`config.mk`:
```
export PLATFORM = sky130hd
export DESIGN_NAME = two_channel_lux_calculation_core_flat
export DESIGN_NICKNAME = d
export VERILOG_FILES = /design/src/hw/rtl/lux_pkg.sv /design/src/hw/rtl/lux_in_if.sv /design/src/hw/rtl/lux_out_if.sv /design/src/hw/rtl/two_channel_lux_calculation_core.sv /design/src/flat_wrapper.sv
export SDC_FILE = /design/constraint.sdc
export NUM_CORES = 2
export LEC_CHECK = 0
export BUFFER_PORTS_ARGS = -buffer_cell sky130_fd_sc_hd__buf_2
export CAP_MARGIN = 15
export CORE_MARGIN = 2
export CORE_UTILIZATION = 25
export CTS_CLUSTER_DIAMETER = 150
export DETAILED_ROUTE_END_ITERATION = 16
export GPL_TIMING_DRIVEN = 1
export PLACE_DENSITY = 0.48
export SETUP_SLACK_MARGIN = 0.1
export SKIP_LAST_GASP = 1
export SLEW_MARGIN = 0
export SYNTH_ARGS = -nofsm -noshare
export SYNTH_HDL_FRONTEND = slang
export SYNTH_SLANG_ARGS = --single-unit
export TNS_END_PERCENT = 1
```
`constraint.sdc`:
```
create_clock -name clk -period 17.7 [get_ports clk]
set_input_delay 0.885 -clock clk [delete_from_list [all_inputs] [get_ports clk]]
set_output_delay 0.885 -clock clk [all_outputs]
set_load 0.05 [all_outputs]
```
`src/hw/rtl/lux_pkg.sv`:
```
// Shared widths, types, coefficient tables and register codes for the lux core.
// No dependencies; compile first.
package lux_pkg;

  localparam int CNT_W      = 16;   // raw channel count
  localparam int SCALE_W    = 19;   // channel scale incl. the 1x-gain shift
  localparam int PROD_W     = CNT_W + SCALE_W;
  localparam int SCALE_SH   = 10;   // scale has 10 fractional bits
  localparam int CH_W       = PROD_W - SCALE_SH;  // scaled channel value
  localparam int RATIO_FRAC = 9;
  localparam int REM_W      = CH_W + RATIO_FRAC + 1;  // dividend c1 << 10
  localparam int DIV_Q_BITS = 12;   // quotient bits kept before saturating
  localparam int DIV_STEPS  = 2;    // restoring steps per divider stage
  localparam int DIV_STAGES = DIV_Q_BITS / DIV_STEPS;
  localparam int DCMP_W     = REM_W + 2;  // compare width for c0 << 11
  localparam int COEF_W     = 10;
  localparam int SEGMENTS   = 8;
  localparam int SEG_W      = $clog2(SEGMENTS);
  localparam int LUX_SH     = 14;
  localparam int LUX_W      = 20;

  localparam logic [14:0] TSCALE_SHORT = 15'h7517;
  localparam logic [14:0] TSCALE_MID   = 15'h0FE7;
  localparam logic [14:0] TSCALE_UNIT  = 15'h0400;

  // Configuration register indexes
  localparam logic [1:0] REG_HIGH_GAIN = 2'd0;
  localparam logic [1:0] REG_INTEG_SEL = 2'd1;
  localparam logic [1:0] REG_PKG_TYPE  = 2'd2;

  // Integration time codes
  localparam logic [1:0] INTEG_13MS  = 2'd0;
  localparam logic [1:0] INTEG_101MS = 2'd1;

  typedef logic [CNT_W-1:0]      count_t;
  typedef logic [SCALE_W-1:0]    scale_t;
  typedef logic [PROD_W-1:0]     prod_t;
  typedef logic [CH_W-1:0]       chan_t;
  typedef logic [REM_W-1:0]      rem_t;
  typedef logic [DIV_Q_BITS-1:0] quo_t;
  typedef logic [COEF_W-1:0]     coef_t;
  typedef logic [SEG_W-1:0]      seg_t;
  typedef logic [LUX_W-1:0]      lux_t;

  typedef struct packed {
    chan_t c0;
    chan_t c1;
    rem_t  rem;
    quo_t  q;
    logic  sat;    // ratio far past the last breakpoint
    logic  zero;   // broadband zero after scaling
  } div_stage_t;

  // Piecewise-linear tables, row 0 = T package, row 1 = CS package
  localparam coef_t BRK_TAB [2][SEGMENTS] = '{
    '{10'h040, 10'h080, 10'h0c0, 10'h100, 10'h138, 10'h19a, 10'h29a, 10'h29a},
    '{10'h043, 10'h085, 10'h0c8, 10'h10a, 10'h14d, 10'h19a, 10'h29a, 10'h29a}
  };
  localparam coef_t OFS_TAB [2][SEGMENTS] = '{
    '{10'h1f2, 10'h214, 10'h23f, 10'h270, 10'h16f, 10'h0d2, 10'h018, 10'h000},
    '{10'h204, 10'h228, 10'h253, 10'h282, 10'h177, 10'h101, 10'h037, 10'h000}
  };
  localparam coef_t SLP_TAB [2][SEGMENTS] = '{
    '{10'h1be, 10'h2d1, 10'h37b, 10'h3fe, 10'h1fc, 10'h0fb, 10'h012, 10'h000},
    '{10'h1ad, 10'h2c1, 10'h363, 10'h3df, 10'h1dd, 10'h127, 10'h02b, 10'h000}
  };

endpackage

```
`src/hw/rtl/lux_in_if.sv`:
```
// Input channel: one pair of raw counts with valid/ready.
// Depends on lux_pkg.
interface lux_in_if import lux_pkg::*; ();
  logic   valid;
  logic   ready;
  count_t broadband_count;
  count_t infrared_count;

  modport source (output valid, output broadband_count, output infrared_count, input ready);
  modport sink   (input valid, input broadband_count, input infrared_count, output ready);
endinterface

```
`src/hw/rtl/lux_out_if.sv`:
```
// Result channel: one lux value with valid/ready.
// Depends on lux_pkg.
interface lux_out_if import lux_pkg::*; ();
  logic valid;
  logic ready;
  lux_t lux;

  modport source (output valid, output lux, input ready);
  modport sink   (input valid, input lux, output ready);
endinterface

```
`src/hw/rtl/two_channel_lux_calculation_core.sv`:
```
// Two-channel lux calculation core: scale, ratio divide, segment lookup, lux.
// Depends on lux_pkg, lux_in_if and lux_out_if.
//
//   channel | dir | handshake    | payload
//   --------+-----+--------------+-------------------------------------
//   in_ch   | in  | valid/ready  | broadband_count[15:0], infrared_count[15:0]
//   out_ch  | out | valid/ready  | lux[19:0]
//   cfg_*   | in  | cfg_we only  | cfg_index[1:0], cfg_wdata[1:0]
//
// Throughput is one transaction per cycle unless out_ch stalls. The path is
// eleven register stages: count scaling, fraction drop, the six-stage
// restoring ratio divider (two quotient bits per stage), segment lookup,
// coefficient products and the output round.
// Reset (rst_n low, synchronous) clears all stage valid bits and the config
// registers. Each stage holds while its successor is full and stalled, so
// bubbles collapse and in_ch.ready drops only when every stage is occupied.
module two_channel_lux_calculation_core
  import lux_pkg::*;
(
  input  logic       clk,
  input  logic       rst_n,
  lux_in_if.sink     in_ch,
  lux_out_if.source  out_ch,
  input  logic       cfg_we,
  input  logic [1:0] cfg_index,
  input  logic [1:0] cfg_wdata
);

  // Stage map
  localparam int ST_MUL0  = 0;                      // count * scale
  localparam int ST_SCALE = 1;                      // drop fraction, set up divide
  localparam int ST_DIV0  = ST_SCALE + 1;           // first divider stage
  localparam int ST_SEG   = ST_DIV0 + DIV_STAGES;   // round ratio, pick segment
  localparam int ST_MUL   = ST_SEG + 1;             // coefficient products
  localparam int ST_OUT   = ST_MUL + 1;             // difference, round, clamp
  localparam int NSTG     = ST_OUT + 1;

  // ---------------------------------------------------------------------------
  // Configuration registers
  // ---------------------------------------------------------------------------
  logic       high_gain_r;
  logic [1:0] integ_sel_r;
  logic       pkg_type_r;

  always_ff @(posedge clk) begin
    if (!rst_n) begin
      high_gain_r <= 1'b0;
      integ_sel_r <= INTEG_13MS;
      pkg_type_r  <= 1'b0;
    end else if (cfg_we) begin
      case (cfg_index)
        REG_HIGH_GAIN: high_gain_r <= cfg_wdata[0];
        REG_INTEG_SEL: integ_sel_r <= cfg_wdata;
        REG_PKG_TYPE:  pkg_type_r  <= cfg_wdata[0];
        default: ;  // unmapped index: drop the write
      endcase
    end
  end

  // ---------------------------------------------------------------------------
  // Flow control: a stage advances when it is empty or its successor advances
  // ---------------------------------------------------------------------------
  logic [NSTG-1:0] vld_r;
  logic [NSTG-1:0] adv;

  always_comb begin
    adv[ST_OUT] = !vld_r[ST_OUT] || out_ch.ready;
    for (int i = NSTG - 2; i >= 0; i--) begin
      adv[i] = !vld_r[i] || adv[i+1];
    end
  end

  assign in_ch.ready = adv[ST_MUL0];

  always_ff @(posedge clk) begin
    if (!rst_n) begin
      vld_r <= '0;
    end else begin
      if (adv[ST_MUL0]) begin
        vld_r[ST_MUL0] <= in_ch.valid;
      end
      for (int i = 1; i < NSTG; i++) begin
        if (adv[i]) begin
          vld_r[i] <= vld_r[i-1];
        end
      end
    end
  end

  // ---------------------------------------------------------------------------
  // Stage 0: scale both counts
  // ---------------------------------------------------------------------------
  scale_t scale;
  prod_t  prod0_r, prod1_r;

  always_comb begin
    scale = '0;
    case (integ_sel_r)
      INTEG_13MS:  scale = SCALE_W'(TSCALE_SHORT);
      INTEG_101MS: scale = SCALE_W'(TSCALE_MID);
      default:     scale = SCALE_W'(TSCALE_UNIT);  // nominal time, no scaling
    endcase
    if (!high_gain_r) begin
      scale = scale << 4;  // 1x gain
    end
  end

  always_ff @(posedge clk) begin
    if (adv[ST_MUL0]) begin
      prod0_r <= PROD_W'(in_ch.broadband_count) * PROD_W'(scale);
      prod1_r <= PROD_W'(in_ch.infrared_count) * PROD_W'(scale);
    end
  end

  // ---------------------------------------------------------------------------
  // Stage 1: drop the scale fraction and prepare the ratio divide.
  // A quotient of 4096 or more (c1 >= 4*c0) lies past every breakpoint, so
  // flag it and keep only twelve quotient bits.
  // ---------------------------------------------------------------------------
  div_stage_t div_r [DIV_STAGES+1];
  chan_t      c0_w, c1_w;

  assign c0_w = prod0_r[PROD_W-1:SCALE_SH];
  assign c1_w = prod1_r[PROD_W-1:SCALE_SH];

  always_ff @(posedge clk) begin
    if (adv[ST_SCALE]) begin
      div_r[0].c0   <= c0_w;
      div_r[0].c1   <= c1_w;
      div_r[0].rem  <= {c1_w, (RATIO_FRAC + 1)'(0)};
      div_r[0].q    <= '0;
      div_r[0].sat  <= {2'b00, c1_w} >= {c0_w, 2'b00};
      div_r[0].zero <= (c0_w == '0);
    end
  end

  // ---------------------------------------------------------------------------
  // Divider stages: restoring division, two quotient bits per stage, MSB first
  // ---------------------------------------------------------------------------
  for (genvar j = 1; j <= DIV_STAGES; j++) begin : g_div
    localparam int KHI = DIV_Q_BITS - 1 - (j - 1) * DIV_STEPS;
    div_stage_t nxt;

    always_comb begin
      logic [DCMP_W-1:0] dsh;
      logic [DCMP_W-1:0] rext;
      nxt = div_r[j-1];
      for (int s = 0; s < DIV_STEPS; s++) begin
        dsh  = DCMP_W'(nxt.c0) << (KHI - s);
        rext = DCMP_W'(nxt.rem);
        if (rext >= dsh) begin
          nxt.rem          = REM_W'(rext - dsh);
          nxt.q[KHI - s]   = 1'b1;
        end
      end
    end

    always_ff @(posedge clk) begin
      if (adv[ST_SCALE + j]) begin
        div_r[j] <= nxt;
      end
    end
  end

  // ---------------------------------------------------------------------------
  // Segment stage: round the ratio, pick slope and offset
  // ---------------------------------------------------------------------------
  div_stage_t             dq;
  logic [DIV_Q_BITS:0]    ratio_sum;
  quo_t                   ratio;
  seg_t                   seg;
  chan_t                  c0_seg_r, c1_seg_r;
  coef_t                  ofs_r, slp_r;

  assign dq        = div_r[DIV_STAGES];
  assign ratio_sum = {1'b0, dq.q} + (DIV_Q_BITS + 1)'(1);

  always_comb begin
    if (dq.zero) begin
      ratio = '0;
    end else if (dq.sat) begin
      ratio = '1;
    end else begin
      ratio = ratio_sum[DIV_Q_BITS:1];
    end
    seg = SEG_W'(SEGMENTS - 1);
    for (int i = SEGMENTS - 1; i >= 0; i--) begin
      if (ratio <= DIV_Q_BITS'(BRK_TAB[pkg_type_r][i])) begin
        seg = SEG_W'(i);
      end
    end
  end

  always_ff @(posedge clk) begin
    if (adv[ST_SEG]) begin
      c0_seg_r <= dq.c0;
      c1_seg_r <= dq.c1;
      ofs_r    <= OFS_TAB[pkg_type_r][seg];
      slp_r    <= SLP_TAB[pkg_type_r][seg];
    end
  end

  // ---------------------------------------------------------------------------
  // Multiply stage: offset * broadband and slope * infrared, exact
  // ---------------------------------------------------------------------------
  localparam int MUL_W = CH_W + COEF_W;
  logic [MUL_W-1:0] pos_r, neg_r;

  always_ff @(posedge clk) begin
    if (adv[ST_MUL]) begin
      pos_r <= MUL_W'(c0_seg_r) * MUL_W'(ofs_r);
      neg_r <= MUL_W'(c1_seg_r) * MUL_W'(slp_r);
    end
  end

  // ---------------------------------------------------------------------------
  // Output stage: clamp at zero, round, shift, saturate to 20 bits
  // ---------------------------------------------------------------------------
  logic [MUL_W-1:0] diff;
  logic [MUL_W:0]   rnd;
  logic [MUL_W-LUX_SH:0] shifted;
  lux_t             lux_nxt, lux_r;

  always_comb begin
    diff    = (pos_r > neg_r) ? (pos_r - neg_r) : '0;
    rnd     = {1'b0, diff} + ((MUL_W + 1)'(1) << (LUX_SH - 1));
    shifted = rnd[MUL_W:LUX_SH];
    if (shifted > (MUL_W - LUX_SH + 1)'({LUX_W{1'b1}})) begin
      lux_nxt = '1;
    end else begin
      lux_nxt = LUX_W'(shifted);
    end
  end

  always_ff @(posedge clk) begin
    if (adv[ST_OUT]) begin
      lux_r <= lux_nxt;
    end
  end

  assign out_ch.valid = vld_r[ST_OUT];
  assign out_ch.lux   = lux_r;

`ifndef NO_ASSERTIONS
  // Input back-pressure only when every stage is occupied
  a_ready_full: assert property (@(posedge clk) disable iff (!rst_n)
    !in_ch.ready |-> (&vld_r))
    else $error("input stalled while pipeline has a free stage");

  // Remainder must end below the divisor on an in-range divide
  a_div_rem: assert property (@(posedge clk) disable iff (!rst_n)
    (vld_r[ST_SEG - 1] && !dq.sat && !dq.zero) |-> (dq.rem < REM_W'(dq.c0)))
    else $error("ratio divider remainder out of range");

  // Zero positive term always yields zero lux
  a_zero_lux: assert property (@(posedge clk) disable iff (!rst_n)
    (adv[ST_OUT] && vld_r[ST_MUL] && (pos_r == '0)) |=> (lux_r == '0))
    else $error("nonzero lux from zero offset product");
`endif

endmodule

```
`src/flat_wrapper.sv`:
```
// flat-port wrapper written by rule: the top's interface ports become plain ports
module two_channel_lux_calculation_core_flat import lux_pkg::*;
  (clk, rst_n, cfg_we, cfg_index, cfg_wdata, in_ch_valid, in_ch_broadband_count, in_ch_infrared_count, in_ch_ready, out_ch_valid, out_ch_lux, out_ch_ready);
  lux_in_if in_ch_i ();
  lux_out_if out_ch_i ();
  input  logic clk;
  input  logic rst_n;
  input  logic cfg_we;
  input  logic [1:0] cfg_index;
  input  logic [1:0] cfg_wdata;
  input wire logic [$bits(in_ch_i.valid)-1:0] in_ch_valid;
  input wire logic [$bits(in_ch_i.broadband_count)-1:0] in_ch_broadband_count;
  input wire logic [$bits(in_ch_i.infrared_count)-1:0] in_ch_infrared_count;
  output wire logic [$bits(in_ch_i.ready)-1:0] in_ch_ready;
  output wire logic [$bits(out_ch_i.valid)-1:0] out_ch_valid;
  output wire logic [$bits(out_ch_i.lux)-1:0] out_ch_lux;
  input wire logic [$bits(out_ch_i.ready)-1:0] out_ch_ready;
  assign in_ch_i.valid = in_ch_valid;
  assign in_ch_i.broadband_count = in_ch_broadband_count;
  assign in_ch_i.infrared_count = in_ch_infrared_count;
  assign in_ch_ready = in_ch_i.ready;
  assign out_ch_valid = out_ch_i.valid;
  assign out_ch_lux = out_ch_i.lux;
  assign out_ch_i.ready = out_ch_ready;
  two_channel_lux_calculation_core u_core (.clk(clk), .rst_n(rst_n), .in_ch(in_ch_i), .out_ch(out_ch_i), .cfg_we(cfg_we), .cfg_index(cfg_index), .cfg_wdata(cfg_wdata));
endmodule
```
# Word-level counts from Yosys, hierarchy flattened
# Memories as Yosys holds them, arrays and structs flattened.
# Cells that the tools add are included.
[word_totals]
ff_bits = 245
ramBits = 693
out_inout_bits = 22
wordCells = 164
mem_count = 1
[mem_list]
columns = ["memory", "depth", "width", "read_ports", "rd_clocked_by_memory_dff", "write_ports", "line_no", "rtl"]
rows = [
  ["u_core.div_r", 7, 99, 7, 0, 7, "two_channel_lux_calculation_core.sv:120", "div_stage_t div_r [DIV_STAGES+1];"],
]
[classes]
n_addsub = 15
multipliers = 4
magnitude_cmp = 24
eq_ne = 3
mux = 64
bitwise_logic = 2
n_reduce_logical = 28
[op_table]
columns = ["cell", "n"]
rows = [
  ["two-way mux 80 bit", 7],
  ["two-way mux 35 bit", 12],
  ["subtractor 35 bit", 3],
  ["less-or-equal comparator 12 x 10 -> 1 bit", 7],
  ["two-way mux 75 bit", 1],
  ["two-way mux 72 bit", 1],
  ["multiplier 16 x 19 -> 35 bit", 2],
  ["multiplier 25 x 10 -> 35 bit", 2],
  ["binary-select mux 10 bit (select 3 bit)", 2],
  ["two-way mux 10 bit", 4],
  ["adder 35 x 14 -> 36 bit, second input constant", 1],
  ["greater-or-equal comparator 35 x 36 -> 1 bit", 1],
  ["two-way mux 36 bit", 1],
  ["greater-or-equal comparator 35 x 25 -> 1 bit", 1],
  ["greater-or-equal comparator 35 x 26 -> 1 bit", 1],
  ["greater-or-equal comparator 35 x 27 -> 1 bit", 1],
  ["greater-or-equal comparator 35 x 28 -> 1 bit", 1],
  ["greater-or-equal comparator 35 x 29 -> 1 bit", 1],
  ["greater-or-equal comparator 35 x 30 -> 1 bit", 1],
  ["greater-or-equal comparator 35 x 31 -> 1 bit", 1],
  ["greater-or-equal comparator 35 x 32 -> 1 bit", 1],
  ["greater-or-equal comparator 35 x 33 -> 1 bit", 1],
  ["greater-or-equal comparator 35 x 34 -> 1 bit", 1],
  ["greater-or-equal comparator 35 bit", 1],
  ["other kinds (31)", 85],
]

# Depth between registers and ports, before layout
[depth]
word_depth = 16
depth_mapped = 32
depth_no_buf = 30

# Worst setup path after synthesis
# Ideal clock, no wire load.
[synth_path]
path_type = "input to register"
startpoint = "in in_ch_broadband_count[6]"
endpoint = "reg u_core.prod0_r[34] (data pin)"
setup_time_ns = 0.260
arrival_ns = 7.155
required_ns = 17.440
path_slack_ns = 10.285
cell_stages = 26
n_path_buf = 1
path_cell_list = "clkbuf_1 nand2_1 nor2_1 xnor2_1 ha_1 a31oi_1 fa_1 fa_1 fa_1 inv_1 fa_1 inv_1 fa_1 inv_1 ha_1 or3_1 a2111oi_0 and4bb_2 a31oi_1 o21ai_0 nand4_1 a21oi_1 a211o_1 a21oi_1 o21bai_1 xnor2_1"
[synth_via]
elab_chain_len = 1
[synth_rtl]
columns = ["element", "line_no", "rtl"]
rows = [
  ["start, declared", "flat_wrapper.sv:12", "input wire logic [$bits(in_ch_i.broadband_count)-1:0] in_ch_broadband_count;"],
  ["multiplier 16 x 19 -> 35 bit", "two_channel_lux_calculation_core.sv:110", "prod0_r <= PROD_W'(in_ch.broadband_count) * PROD_W'(scale);"],
  ["end signal, assigned", "two_channel_lux_calculation_core.sv:110", ""],
  ["end, declared", "two_channel_lux_calculation_core.sv:94", "prod_t prod0_r, prod1_r;"],
]
# No other way between the ends.
# A chain may end at the register's enable or synchronous reset.

# Worst setup path in the final report
[layout_path]
startpoint = "reg u_core.high_gain_r"
endpoint = "reg u_core.prod0_r[34] (data pin)"
[layout_via]
elab_chain_len = 2
[layout_rtl]
columns = ["element", "line_no", "rtl"]
rows = [
  ["start, declared", "two_channel_lux_calculation_core.sv:41", "logic high_gain_r;"],
  ["start signal, assigned", "two_channel_lux_calculation_core.sv:52", "REG_HIGH_GAIN: high_gain_r <= cfg_wdata[0];"],
  ["two-way mux 19 bit", "two_channel_lux_calculation_core.sv:103", "if (!high_gain_r) begin"],
  ["multiplier 16 x 19 -> 35 bit", "two_channel_lux_calculation_core.sv:110", ""],
]
# No other way between the ends.

==> qor.txt <==
Final hold violations - 0
Die W - 563.5 um
Post-synth ARST share - 0%
Main synth FF type - edfxtp_1
Routed WL per cell - 17.63 um
Cells after synthesis - 7,818
Nets@finish - 9,396
Share of cells above drive strength 1 - 5.764%
Post CTS Setup Buffer Count - 0
Initial Utilization - 25.11%
Tcrit/Tclk final - 48.74%
Compound-Gate Fraction of Synth Area - 10.76%
Final instance area - 86,240 um^2
Vias in the first global route - 56,850
Worst path max stage delay - 0.72 ns
Worst Skew - 0.05208 ns
Antenna violations before repair - 5
First-pass GRT wire length - 335,400 um
Post-synth EDFFs - 761
Fillcell total - 32,690
Adder-cell share of the synthesized area - 32.66%
Mux contribution to synthesized area - 1.810%
Via Count - 54,570
Worst hold path class - reg2reg
CP top delay family - adder cells
Final Wtd Congestion - 0.8818
Grt ovf - 0
Max-slew violation count - 0
Tmin final - 8.627 ns
MaxCap Viol Count - 0
Slowest-stage cell, CP - a21oi_2
Largest family of logic cells by synthesized area - adder cells
IO buf count - 62
Area occupied by multi-input gates - 49,480 um^2
RR Startpoint - u_core.high_gain_r
Yosys cell types - 103
Worst Setup End Kind - flip-flop
DRT iter0 DRCs - 3,290
Top post-synthesis cells by area - edfxtp_1 29%, fa_1 20%, ha_1 12%
Reg clk slew, reported paths - 0.08 ns
Area grow syn2layout - 10.21%
Die Area - 317,500 um^2
Worst slack, placed - 9.058 ns
All-layer global routing usage - 13.36%
Root Buffer - clkbuf_16
Final worst slack - 9.073 ns
Clock sinks - 776
Worst r2r dst - u_core.prod0_r[34]
Post_cts resized - 0
CP max FO - 22
DRT Pass-1 Iters - 6
H-Tree Depth - 3
Synth top area share - 29.20%
CTS Buf Count - 86
Max frequency - 115.9 MHz
Fin util - 27.67%
Final setup TNS - 0 ns
Yosys warnings - 0
Worst hold path cell count - 0
Register area share after synthesis - 29.59%
HP Start - u_core.div_r[2][64]
Storage cell area - 23,150 um^2
Mean Syn Cell Area - 10.01 um^2
Post-Synth XOR/XNOR Area - 4.544%
Crit path required time - 18.17 ns
Max-Slew Margin vs Limit - 22.99%
Worst reg2reg setup slack - 9.07 ns
Placed instance area - 83,300 um^2
Cell taking the most area after synthesis - edfxtp_1
Endpoint, Worst Hold - u_core.div_r[3][64]
Hold-fix buffers, CTS - 0
TritonCTS clock tree - built
Status - finished, final reports clean
Post-Syn Nets - 9,423
Buf+Inv Stages, Crit Path - 7
Most used cell, CP - fa_1
CP startpoint kind - flip-flop
Largest net degree at the start of global routing - 73
Mapped Area - 78,250 um^2
Core box area - 311,600 um^2
Clock latency on the worst-skew pair - 0.72 ns
Antenna Nets Post-Route - 0
# setup viols final - 0
Die Ht - 563.5 um
Worst Reg2Reg Path Length in Cells - 27
Drt drc - 0
Post-Synth Simple-Gate Area - 13.33%
Critical path arrival - 9.09 ns
Worst-Margin Slew - 1.155 ns
Synth Register Bits - 776
Num rows - 205
Io pins - 63
Via density - 4.546
WL final - 211,600 um
Maximum clock insertion buffer count - 3
Detail Placement HPWL - 173,800 um
Kind of critical path - reg2reg
RSZ-0062 raised after global routing - false
state kept, by name, indices dropped and copies added (netlist names):
| signal | count |
|---|---|
| u_core.integ_sel_r | 2 |
| u_core.pos_r | 35 |
| u_core.neg_r | 35 |
| u_core.prod0_r | 25 |
| u_core.high_gain_r | 1 |
| u_core.vld_r | 11 |
| u_core.c0_seg_r | 25 |
| u_core.prod1_r | 25 |
| u_core.div_r | 551 |
| u_core.pkg_type_r | 1 |
| u_core.c1_seg_r | 25 |
| u_core.out_ch.lux | 20 |
| u_core.ofs_r | 10 |
| u_core.slp_r | 10 |
through the flow:
step                      hold slack (ns)  std cells
after floorplan                    0.4003       7818
after global placement             0.4003      11840
after detailed placement           0.4045      11840
after CTS                          0.3578      12000
after global routing               0.3929      12000
final                              0.3882      12000
placed cells by master (no fill, tap or decap), types with 27 or more instances in the layout:
master     count
a211oi_1      35
a21o_1       179
a21oi_1      412
a31oi_1       44
and2_1       377
and3_1        73
buf_2         62
buf_4         48
clkbuf_16     86
edfxtp_1     761
fa_1         795
ha_1         769
inv_1       1275
mux2_2       109
nand2_1      717
nand2b_1      62
nand3_1      127
nand4_1       57
nor2_1       396
nor2b_1       63
nor3_1        96
o211ai_1      27
o21a_1        85
o21ai_0      241
o21bai_1      50
o31ai_1       36
or3_1         38
xnor2_1      281
xor2_1       125
worst max path at each step:
stage	startpoint	endpoint	cells past startpoint
floorplan	in_ch_broadband_count[6]	u_core.prod0_r[34]	26
global placement	u_core.high_gain_r	u_core.prod0_r[28]	27
detailed placement	u_core.high_gain_r	u_core.prod0_r[34]	27
CTS	u_core.high_gain_r	u_core.prod0_r[34]	27
global route	u_core.high_gain_r	u_core.prod0_r[34]	27
finish	u_core.high_gain_r	u_core.prod0_r[34]	27
layout make-up:
cell class	instances	share of cell area, %
diodes	5	0.01451
clock buffers	97	2.543
clock inverters	59	0.8531
inverters	1284	5.593
multi-input cells	5533	57.37
flip-flops and latches	776	26.84
well taps	4140	6.006
repair buffers	110	0.7776
logic make-up after synthesis:
logic type | Yosys count
XOR/XNOR | 406
adder cells (fa/ha/maj) | 1566
multiplexers | 125
AND/OR/NAND/NOR | 2127
flip-flops | 776
AO/OA/AOI/OAI | 1309
buffers and inverters | 1509
cell usage after synthesis, types with 15 or more instances:
| cell type | n |
|---|---|
| a21oi_1 | 414 |
| a31o_2 | 23 |
| and4_1 | 18 |
| clkbuf_1 | 190 |
| xnor2_1 | 281 |
| a21o_1 | 179 |
| o31ai_1 | 36 |
| a211oi_1 | 35 |
| nor3_1 | 98 |
| nand2b_1 | 62 |
| and2_1 | 377 |
| o211ai_1 | 27 |
| a31oi_1 | 44 |
| o21ai_1 | 16 |
| nand2_1 | 721 |
| fa_1 | 795 |
| nor2_1 | 398 |
| o21ai_0 | 242 |
| o21a_1 | 85 |
| dfxtp_1 | 15 |
| o21bai_1 | 50 |
| nand4_1 | 57 |
| nor2b_1 | 64 |
| or3_1 | 38 |
| nor4_1 | 23 |
| xor2_1 | 125 |
| edfxtp_1 | 761 |
| and3_1 | 73 |
| nand3_1 | 127 |
| or2_2 | 17 |
| mux2_2 | 109 |
| inv_1 | 1281 |
| ha_1 | 769 |
layer usage:
layer,up-vias,wire (um),GRT usage (%)
li1,26140,-,-
met1,27100,96580,17.57
met2,1084,102700,23.27
met3,240,7200,1.416
met4,4,5057,3.376
met5,-,27,0
Power is not shown: default switching activity piles up to over one toggle a cycle in this logic, so the estimate is an artifact.
